==> src/rtl/sst_pkg.sv <==
// shared constants, codes and control types for the small set table
`timescale 1ns / 1ps
`default_nettype none
package sst_pkg;

   localparam int CAPACITY = 16;
   localparam int VALUE_W  = 32;
   localparam int OP_W     = 2;
   localparam int COUNT_W  = 5;
   localparam int IDX_W    = (CAPACITY > 1) ? $clog2(CAPACITY) : 1;
   localparam int SCAN_W   = IDX_W + 1;
   localparam int CNT_W    = $clog2(CAPACITY + 1);
   localparam int CNT_X_W  = CNT_W + COUNT_W;

   localparam logic [OP_W-1:0] OP_ADD    = 2'd0;
   localparam logic [OP_W-1:0] OP_REMOVE = 2'd1;
   localparam logic [OP_W-1:0] OP_QUERY  = 2'd2;

   typedef enum logic [2:0] {
      ST_IDLE   = 3'b001,
      ST_SCAN   = 3'b010,
      ST_COMMIT = 3'b100
   } sst_state_type;

   typedef struct packed {
      logic start;
      logic scan;
      logic commit;
   } sst_cmd_type;

   typedef struct packed {
      logic scan_done;
      logic out_free;
   } sst_sts_type;

endpackage
`default_nettype wire

==> src/rtl/sst_ram.sv <==
// generic simple dual-port ram with registered read
`timescale 1ns / 1ps
`default_nettype none
module sst_ram #(
   parameter int WIDTH = 32,
   parameter int DEPTH = 16
) (
   input  wire logic                             clock,
   input  wire logic                             wr_en,
   input  wire logic [$clog2(DEPTH > 1 ? DEPTH : 2)-1:0] wr_addr,
   input  wire logic [WIDTH-1:0]                 wr_data,
   input  wire logic [$clog2(DEPTH > 1 ? DEPTH : 2)-1:0] rd_addr,
   output logic      [WIDTH-1:0]                 rd_data
);

   logic [WIDTH-1:0] mem_ff [DEPTH];
   logic [WIDTH-1:0] rd_data_ff;

   always_ff @(posedge clock) begin
      if (wr_en) begin
         mem_ff[wr_addr] <= wr_data;
      end
      rd_data_ff <= mem_ff[rd_addr];
   end

   assign rd_data = rd_data_ff;

endmodule
`default_nettype wire

==> src/rtl/sst_ctrl.sv <==
// sequencer: accept, scan the entries, then commit and hand off the result
`timescale 1ns / 1ps
`default_nettype none
module sst_ctrl import sst_pkg::*; (
   input  wire logic        clock,
   input  wire logic        reset,
   input  wire logic        req_valid,
   output logic             req_ready,
   input  wire sst_sts_type sts,
   output sst_cmd_type      cmd
);

   sst_state_type state_ff, state_in;

   always_comb begin
      state_in   = state_ff;
      cmd        = '0;
      req_ready  = 1'b0;
      case (state_ff)
         ST_IDLE: begin
            req_ready = 1'b1;
            if (req_valid) begin
               cmd.start = 1'b1;
               state_in  = ST_SCAN;
            end
         end
         ST_SCAN: begin
            cmd.scan = 1'b1;
            if (sts.scan_done) begin
               state_in = ST_COMMIT;
            end
         end
         ST_COMMIT: begin
            // wait until the result register can take the new beat
            if (sts.out_free) begin
               cmd.commit = 1'b1;
               state_in   = ST_IDLE;
            end
         end
         default: begin
            state_in = ST_IDLE;
         end
      endcase
   end

   always_ff @(posedge clock) begin
      if (reset) begin
         state_ff <= ST_IDLE;
      end else begin
         state_ff <= state_in;
      end
   end

endmodule
`default_nettype wire

==> src/rtl/sst_dpath.sv <==
// datapath: entry store, valid marks, scan compare, count and result register
`timescale 1ns / 1ps
`default_nettype none
module sst_dpath import sst_pkg::*; (
   input  wire logic                      clock,
   input  wire logic                      reset,
   input  wire sst_cmd_type               cmd,
   output sst_sts_type                    sts,
   input  wire logic [OP_W-1:0]           req_op,
   input  wire logic signed [VALUE_W-1:0] req_value,
   output logic                           rsp_valid,
   input  wire logic                      rsp_ready,
   output logic                           rsp_success,
   output logic                           rsp_full_reject,
   output logic [COUNT_W-1:0]             rsp_count,
   output logic                           rsp_is_empty
);

   logic [OP_W-1:0]    op_ff;
   logic [VALUE_W-1:0] value_ff;
   logic [SCAN_W-1:0]  scan_ff, scan_in;
   logic               chk_vld_ff, chk_vld_in;
   logic [IDX_W-1:0]   chk_idx_ff;
   logic               hit_ff, hit_in;
   logic [IDX_W-1:0]   hit_idx_ff, hit_idx_in;
   logic               free_ff, free_in;
   logic [IDX_W-1:0]   free_idx_ff, free_idx_in;
   logic [CAPACITY-1:0] valid_ff, valid_in;
   logic [CNT_W-1:0]   held_ff, held_in;
   logic               rsp_valid_ff, rsp_valid_in;
   logic               success_ff, full_ff, empty_ff;
   logic [COUNT_W-1:0] count_ff;
   logic [VALUE_W-1:0] rd_data;
   logic               scan_end;
   logic               add_ok, add_full, rem_ok, qry_ok;
   logic [CNT_X_W-1:0] held_x;

   sst_ram #(
      .WIDTH (VALUE_W),
      .DEPTH (CAPACITY)
   ) u_entry_ram (
      .clock   (clock),
      .wr_en   (cmd.commit && add_ok),
      .wr_addr (free_idx_ff),
      .wr_data (value_ff),
      .rd_addr (scan_ff[IDX_W-1:0]),
      .rd_data (rd_data)
   );

   assign scan_end = (scan_ff == SCAN_W'(CAPACITY));

   // scan: one entry read per cycle, compared in the cycle after its read
   always_comb begin
      scan_in     = scan_ff;
      chk_vld_in  = 1'b0;
      hit_in      = hit_ff;
      hit_idx_in  = hit_idx_ff;
      free_in     = free_ff;
      free_idx_in = free_idx_ff;
      if (cmd.start) begin
         scan_in = '0;
         hit_in  = 1'b0;
         free_in = 1'b0;
      end else begin
         if (cmd.scan && !scan_end) begin
            scan_in    = scan_ff + SCAN_W'(1);
            chk_vld_in = 1'b1;
         end
         if (chk_vld_ff) begin
            if (valid_ff[chk_idx_ff] && (rd_data == value_ff) && !hit_ff) begin
               hit_in     = 1'b1;
               hit_idx_in = chk_idx_ff;
            end
            // lowest free slot wins
            if (!valid_ff[chk_idx_ff] && !free_ff) begin
               free_in     = 1'b1;
               free_idx_in = chk_idx_ff;
            end
         end
      end
   end

   assign add_ok   = (op_ff == OP_ADD) && !hit_ff && free_ff;
   assign add_full = (op_ff == OP_ADD) && !hit_ff && !free_ff;
   assign rem_ok   = (op_ff == OP_REMOVE) && hit_ff;
   assign qry_ok   = (op_ff == OP_QUERY) && hit_ff;

   always_comb begin
      valid_in = valid_ff;
      held_in  = held_ff;
      if (cmd.commit) begin
         if (add_ok) begin
            valid_in[free_idx_ff] = 1'b1;
            held_in               = held_ff + CNT_W'(1);
         end else if (rem_ok) begin
            valid_in[hit_idx_ff] = 1'b0;
            held_in              = held_ff - CNT_W'(1);
         end
      end
   end

   assign held_x = CNT_X_W'(held_in);

   always_comb begin
      rsp_valid_in = rsp_valid_ff;
      if (cmd.commit) begin
         rsp_valid_in = 1'b1;
      end else if (rsp_ready) begin
         rsp_valid_in = 1'b0;
      end
   end

   always_ff @(posedge clock) begin
      if (reset) begin
         scan_ff      <= '0;
         chk_vld_ff   <= 1'b0;
         hit_ff       <= 1'b0;
         free_ff      <= 1'b0;
         valid_ff     <= '0;
         held_ff      <= '0;
         rsp_valid_ff <= 1'b0;
      end else begin
         scan_ff      <= scan_in;
         chk_vld_ff   <= chk_vld_in;
         hit_ff       <= hit_in;
         free_ff      <= free_in;
         valid_ff     <= valid_in;
         held_ff      <= held_in;
         rsp_valid_ff <= rsp_valid_in;
      end
   end

   always_ff @(posedge clock) begin
      if (cmd.start) begin
         op_ff    <= req_op;
         value_ff <= req_value;
      end
      chk_idx_ff  <= scan_ff[IDX_W-1:0];
      hit_idx_ff  <= hit_idx_in;
      free_idx_ff <= free_idx_in;
      if (cmd.commit) begin
         success_ff <= add_ok || rem_ok || qry_ok;
         full_ff    <= add_full;
         count_ff   <= held_x[COUNT_W-1:0];
         empty_ff   <= (held_in == '0);
      end
   end

   assign sts = '{scan_done: scan_end, out_free: (!rsp_valid_ff || rsp_ready)};

   assign rsp_valid       = rsp_valid_ff;
   assign rsp_success     = success_ff;
   assign rsp_full_reject = full_ff;
   assign rsp_count       = count_ff;
   assign rsp_is_empty    = empty_ff;

endmodule
`default_nettype wire

==> src/rtl/small_set_table.sv <==
// top level of the small set table: bounded set with add, remove and query
//
//   channel | ports                                   | direction
//   req     | req_valid req_ready req_op req_value    | in
//   rsp     | rsp_valid rsp_ready rsp_success         | out
//           | rsp_full_reject rsp_count rsp_is_empty  |
//
// each item is accepted, then the scan walks the entry ram one address a cycle,
// then the item is committed; a new item is taken only after that commit
// reset clears the valid marks and the count at once; no clearing pass
// the commit waits while an earlier result beat is still not taken
`timescale 1ns / 1ps
`default_nettype none
module small_set_table import sst_pkg::*; (
   input  wire logic                      clock,
   input  wire logic                      reset,
   input  wire logic                      req_valid,
   output logic                           req_ready,
   input  wire logic [OP_W-1:0]           req_op,
   input  wire logic signed [VALUE_W-1:0] req_value,
   output logic                           rsp_valid,
   input  wire logic                      rsp_ready,
   output logic                           rsp_success,
   output logic                           rsp_full_reject,
   output logic [COUNT_W-1:0]             rsp_count,
   output logic                           rsp_is_empty
);

   sst_cmd_type cmd;
   sst_sts_type sts;

   sst_ctrl u_ctrl (
      .clock     (clock),
      .reset     (reset),
      .req_valid (req_valid),
      .req_ready (req_ready),
      .sts       (sts),
      .cmd       (cmd)
   );

   sst_dpath u_dpath (
      .clock           (clock),
      .reset           (reset),
      .cmd             (cmd),
      .sts             (sts),
      .req_op          (req_op),
      .req_value       (req_value),
      .rsp_valid       (rsp_valid),
      .rsp_ready       (rsp_ready),
      .rsp_success     (rsp_success),
      .rsp_full_reject (rsp_full_reject),
      .rsp_count       (rsp_count),
      .rsp_is_empty    (rsp_is_empty)
   );

`ifndef NO_ASSERTIONS
   a_full_not_ok: assert property (@(posedge clock) disable iff (reset)
      rsp_valid && rsp_full_reject |-> !rsp_success && !rsp_is_empty)
      else $error("full reject beat reports success or empty set");

   a_busy_after_accept: assert property (@(posedge clock) disable iff (reset)
      req_valid && req_ready |=> !req_ready)
      else $error("new beat taken while the previous one is still scanning");

   a_rsp_from_commit: assert property (@(posedge clock) disable iff (reset)
      $rose(rsp_valid) |-> $past(cmd.commit))
      else $error("result beat raised without a commit");
`endif

endmodule
`default_nettype wire
==> config.mk <==
export PLATFORM = sky130hd
export DESIGN_NAME = small_set_table
export DESIGN_NICKNAME = d
export VERILOG_FILES = /design/src/rtl/sst_pkg.sv /design/src/rtl/sst_ram.sv /design/src/rtl/sst_ctrl.sv /design/src/rtl/sst_dpath.sv /design/src/rtl/small_set_table.sv
export SDC_FILE = /design/constraint.sdc
export NUM_CORES = 1
export LEC_CHECK = 0
export CORE_MARGIN = 5
export CORE_UTILIZATION = 45
export DETAILED_ROUTE_END_ITERATION = 6
export DONT_BUFFER_PORTS = 1
export SETUP_SLACK_MARGIN = 0.05
export SLEW_MARGIN = 20
export SYNTH_ARGS = -nofsm -noshare
export SYNTH_HDL_FRONTEND = slang
export SYNTH_SLANG_ARGS = --single-unit
==> constraint.sdc <==
create_clock -name clock -period 13.55 [get_ports clock]
set_input_delay 2.71 -clock clock [delete_from_list [all_inputs] [get_ports clock]]
set_output_delay 2.71 -clock clock [all_outputs]
set_load 0.05 [all_outputs]
; ---- Word-level counts from Yosys, hierarchy flattened
; Memories as Yosys holds them, arrays and structs flattened. A register that Yosys moved wholly into a read port is not among the register bits.
; Cells that the tools add are included.
[word_totals]
inputBits = 38
mem_bits_ro = 0
reg_bits = 87
ram_bits = 512
output_inout_bits = 10
mem_count = 1
latchBits = 0
[memory_table]
columns = memory, words, word_bits, rd, rd_ports_with_merged_regs, write_ports, line
row1 = u_dpath.u_entry_ram.mem_ff, 16, 32, 1, 1, 1, sst_ram.sv:16  ; logic [WIDTH-1:0] mem_ff [DEPTH];
[classes]
n_addsub = 3
div = 0
shifts = 0
n_mux = 26
bitwise = 4
n_reduce_logical = 31
n_eq_ne = 10
order_cmp = 5
mul = 0
[ops]
columns = operator, n
row1 = $eq 32x32->1, 1
row2 = $mux 16, 2
row3 = $and 16x16->16, 1
row4 = $not 16->16, 1
row5 = $or 16x16->16, 1
row6 = $lt 4x5->1 const B, 3
row7 = $mux 5, 3
row8 = $mux 1, 14
row9 = $logic_and 1x1->1, 12
row10 = $add 5x1->5 const B, 2
row11 = $mux 3, 3
row12 = $pmux 3 s3, 1
row13 = $reduce_and 3->1, 3
row14 = $demux 1 s4, 2
row15 = $ge 4x1->1 const B, 2
row16 = $reduce_and 2->1, 3
row17 = $eq 5x5->1 const B, 1
row18 = $logic_not 1->1, 5
row19 = $logic_not 5->1, 1
row20 = $sub 5x1->5 const B, 1
row21 = $bmux 1 s4, 1
row22 = $ne 2x2->1 const B, 2
row23 = $reduce_bool 2->1, 2
row24 = $eq 3x1->1 const B, 1
row25 = other kinds (9), 11

; ---- Longest topological paths before layout
[depth]
depth_word = 8
depth_mapped = 10
ltp_nobuf = 7

; ---- Modules after synthesis
; From an unflattened synthesis, not the netlist that was laid out.
[unflattened]
cells_unflattened = 1119
area_unflattened_um2 = 23530.1
[by_module_without_submodules]
columns = mod, instances, area_each_um2, cells_each
row1 = sst_ram, 1, 19854.0, 838
row2 = sst_dpath, 1, 3498.4, 265
row3 = sst_ctrl, 1, 177.7, 16

; ---- Worst setup path before layout
; No wires, ideal clock.
[synth_timing]
path_type = input -> register
startpoint = input port rsp_ready
endpoint = memory u_dpath.u_entry_ram.mem_ff[3][0] (enable)
path_buffers = 1
stages = 6
t_arrival_ns = 5.713
setup_slack_ns = 7.376
setup_ns = 0.461
cell_sequence = nand2b_1 -> nand2_1 -> nor2_1 -> buf_2 -> nand3_1 -> nor3_1
[synth_between]
elab_chain_len = 6
[synth_lines]
columns = element, line
row1 = start: declaration, small_set_table.sv:22  ; input wire logic rsp_ready,
row2 = $logic_or 1x1->1, sst_dpath.sv:149  ; assign sts = '{scan_done: scan_end, out_free: (!rsp_valid_ff || rsp_ready)};
row3 = $mux 1, sst_ctrl.sv:35  ; if (sts.out_free) begin
row4 = $mux 1, sst_ctrl.sv:19  ; case (state_ff)
row5 = $logic_and 1x1->1, sst_dpath.sv:43  ; .wr_en (cmd.commit && add_ok),
row6 = $mux 1, sst_ram.sv:20  ; if (wr_en) begin
row7 = $mux 1 (not written as such), sst_ram.sv:21  ; mem_ff[wr_addr] <= wr_data;
row8 = end: declaration, sst_ram.sv:16
; No other way between the ends.

; ---- Worst setup path in the final report
[layout_timing]
startpoint = input port rsp_ready
endpoint = memory u_dpath.u_entry_ram.mem_ff[3][13] (enable)
; Same word-level chain as after synthesis.

==> parameters.txt <==
Parameter                              Value

Critical path
  CP endpoint kind    register
  Reg-to-reg setup timing slack    9.47 ns
  Crit Path Class    in2reg
  Required @ worst endpoint    13.79 ns
  End of the critical path    u_dpath.u_entry_ram.mem_ff[3][13]
  Worst flop-to-flop path startpoint    u_dpath.op_ff[1]
  Start point of the critical path    rsp_ready
  Reg-to-reg critical path endpoint    u_dpath.u_entry_ram.mem_ff[3][13]
  Number of cells traversed by the worst register-to-register path    5
  Critical-path cell with the highest stage delay    nor3_2
  Critical Path Source Type    input pin
  Cell-by-cell trace of the critical path    nand2b_1, nand2_1, nor2_1, nand3_1, nor3_2, buf_4
  Critical path's largest stage delay    0.86 ns
  CP max FO    23
  Worst path arrival time    5.58 ns

Final layout
  Post-layout instance count excluding filler cells    1,828
  Final Util    51.7%
  Final net count    1,138
  Diode insertion count for antenna repair    0
  Final design instance area without fill    26,700 um2
  Proportion of layout cells with a drive suffix above 1    27.2%
  Synth-to-Final Area Change    13.5%

Run status
  Result of the run    completed

Pwr
  P per Cell Area    151 nW/um2
  Internal portion of total power    3250 uW
  VDD IR max    0.000114 V
  Fraction of power consumed by combinational cells    1.2%
  Net switching power figure    788 uW
  Clock share of power    44.8%
  Switching part of the total power    19.5%
  Leakage power    0.00815 uW
  Share of total power in sequential cells    54.0%

Synth
  Top flip-flop cell by instance count after synthesis    edfxtp_1
  Share of the synthesized area in the top cell type    71.7%
  Main area contributors after synthesis    edfxtp_1 (72%), mux4_2 (15%), dfxtp_1 (5.9%)
  Post-Syn Area    23,500 um2
  Mean Syn Cell Area    22.4 um2
  #FFs+latches synth    631
  Fraction of registers with async set/reset    0%
  Instance count of the mapped netlist    1,050
  Cell taking the most area after synthesis    edfxtp_1
  EDFF count, synth    562
  Count of cell types in the netlist    45
  Synthesis Warnings    0
  Part of the Yosys area used for sequential elements    77.6%
  Syn nets    1,092

Clock tree
  Post-CTS Resized    0
  CTS tree    yes
  Clk buf depth    3
  CTS root buffer    clkbuf_16
  # hold bufs at CTS    0
  CTS buffer count    66
  Post-CTS setup buffers    0
  Clock slew at the register clock pins of the worst setup and hold paths    0.06 ns
  Clock net sink count    631
  Later-pin clock latency in the skew report    0.59 ns
  CTS H-tree depth    3

GRT
  Antenna violations before repair    0
  Sum of overflow across all layers after global routing    0
  Wire length of the first global-routing pass    70,900 um
  Vias in the first global route    10,800
  Maximum number of pins on one net before global-route repair    57
  Tot GR Track Use    16.7%

Floorplan
  Die area    57,000 um2
  Floorplan die width    239 um
  IO Pins    48
  Die Ht    239 um
  Starting density of the core    45.6%
  Core ar.    51,600 um2
  Number of core rows    83

Place
  Count of buffers inserted at the top-level ports    0
  Total placed cells including tap cells    1,708
  Total half-perimeter wirelength after legalization and detailed placement    25,600 um
  Gp weighted congestion    0.784
  Placed cell areas    24,500 um2

Route
  Final routed DRC violation total    0
  Number of vias after detailed routing    10,300
  Count of routing violations after the opening detailed-route iteration    800
  Final routed wire length divided by cell count    25.5 um
  Sum of routed wire length over all layers    46,600 um
  Routed Antenna Nets    0
  Vias per cell    5.64
  First-pass detailed-route iteration total    5

STA
  Post-layout min period    5.34 ns
  Final sum of negative setup slack    0 ns
  Final number of max-transition violations    0
  Part of the cycle the worst path needs    39.4%
  FMAX    187 MHz
  Least-Margin Pin Slew    1.02 ns
  Setup violations, final    0
  Worst slew margin    31.7%
  Final Hold Slack    0.499 ns
  Unrepaired setup endpoints after global routing    false
  Final-report hold violation count    0
  Post-route clock skew    0.0237 ns

Min path
  Worst hold stages    0
  Type of the most critical hold path    reg2reg

Run
  Max-cap violations    0
worst min path at each step:
| stage | startpoint | to | slack, ns |
|---|---|---|---|
| 6_report | u_dpath.chk_idx_ff[3] | u_dpath.free_idx_ff[3] | 0.50 |
| 5_1_grt | u_dpath.chk_idx_ff[3] | u_dpath.free_idx_ff[3] | 0.53 |
| 4_1_cts | u_dpath.chk_idx_ff[3] | u_dpath.free_idx_ff[3] | 0.50 |
| 3_5_place_dp | u_dpath.chk_idx_ff[3] | u_dpath.free_idx_ff[3] | 0.48 |
| 3_3_place_gp | u_dpath.chk_idx_ff[3] | u_dpath.free_idx_ff[3] | 0.48 |
| 2_1_floorplan | u_dpath.scan_ff[2] | u_dpath.chk_idx_ff[2] | 0.33 |
power groups by stage:
stage                     registers (uW)  clock network, uW  logic (uW)
after floorplan                     2200                  0        37.3
after global placement              2220                  0        49.2
after detailed placement            2220                  0        49.6
after CTS                           2180               1860        49.9
after global routing                2180               1940        52.6
final                               2180               1810        48.2
critical path: cells and delay by family:
kind          cells  cell delay (ns)
buf+inv           1             0.51
simple gates      5             2.34
registers in the layout (all words and copies together) (netlist names):
register,count
u_dpath.u_entry_ram.mem_ff,512
u_dpath.u_entry_ram.rd_data,32
u_dpath.value_ff,32
u_dpath.valid_ff,16
u_dpath.held_ff,5
u_dpath.rsp_count,5
u_dpath.scan_ff,5
u_dpath.chk_idx_ff,4
u_dpath.free_idx_ff,4
u_dpath.hit_idx_ff,4
u_ctrl.state_ff,3
u_dpath.op_ff,2
u_dpath.chk_vld_ff,1
u_dpath.free_ff,1
u_dpath.hit_ff,1
u_dpath.rsp_full_reject,1
u_dpath.rsp_is_empty,1
u_dpath.rsp_success,1
u_dpath.rsp_valid,1
stage by stage:
stage	power [uW]	setup slack (ns)
after floorplan	2240	7.38
after global placement	2270	7.73
after detailed placement	2270	7.64
after CTS	4090	8.27
after global routing	4170	7.99
final	4040	8.21
cell usage after synthesis (5+ instances only):
master    instances
a211oi_1         18
a21oi_1          11
a31oi_1           8
buf_1             6
buf_2            12
clkbuf_1         30
dfxtp_1          69
edfxtp_1        562
inv_1            10
mux4_2          160
nand2_1          10
nand4_1           6
nor2_1           32
nor2b_1           5
nor3_1           12
nor3b_1           5
nor4_1            9
xnor2_1          11
xor2_1           31
cell usage in the layout (no fill, tap or decap), drive strengths merged, types with 9 or more instances in the layout:
cell type / n
clkinv: 22
nor3: 12
nand2: 10
a211oi: 18
xor2: 31
mux4: 164
nor2: 32
edfxtp: 562
clkbuf: 88
a21oi: 12
dfxtp: 69
buf: 26
inv: 12
xnor2: 11
nor4: 9
cell type report:
class | instances | area [um2]
timing repair buffer | 26 | 195
tap | 680 | 851
sequential | 631 | 18300
inverter | 10 | 37.5
multi-input combinational | 361 | 5160
clock inverter | 32 | 367
clock buffer | 88 | 1830
fill | 3995 | 24900
metal layers:
metal	vias up	track usage, %	share of wire [%]
li1	4496	-	-
met1	5520	23.7	45
met2	222	27.1	49
met3	65	3.25	4.2
met4	0	3.90	1.7
met5	-	0	0
kinds of logic after synthesis:
| family | synth area share [%] |
|---|---|
| adders and majority gates | 0.213 |
| buffers and inverters | 0.989 |
| xor gates and xnor gates | 1.56 |
| muxes | 16.0 |
| DFF | 77.6 |
| and+or+nand+nor | 2.36 |
| AOI/OAI and AO/OA | 1.31 |
(Power assumes the default switching activity.)
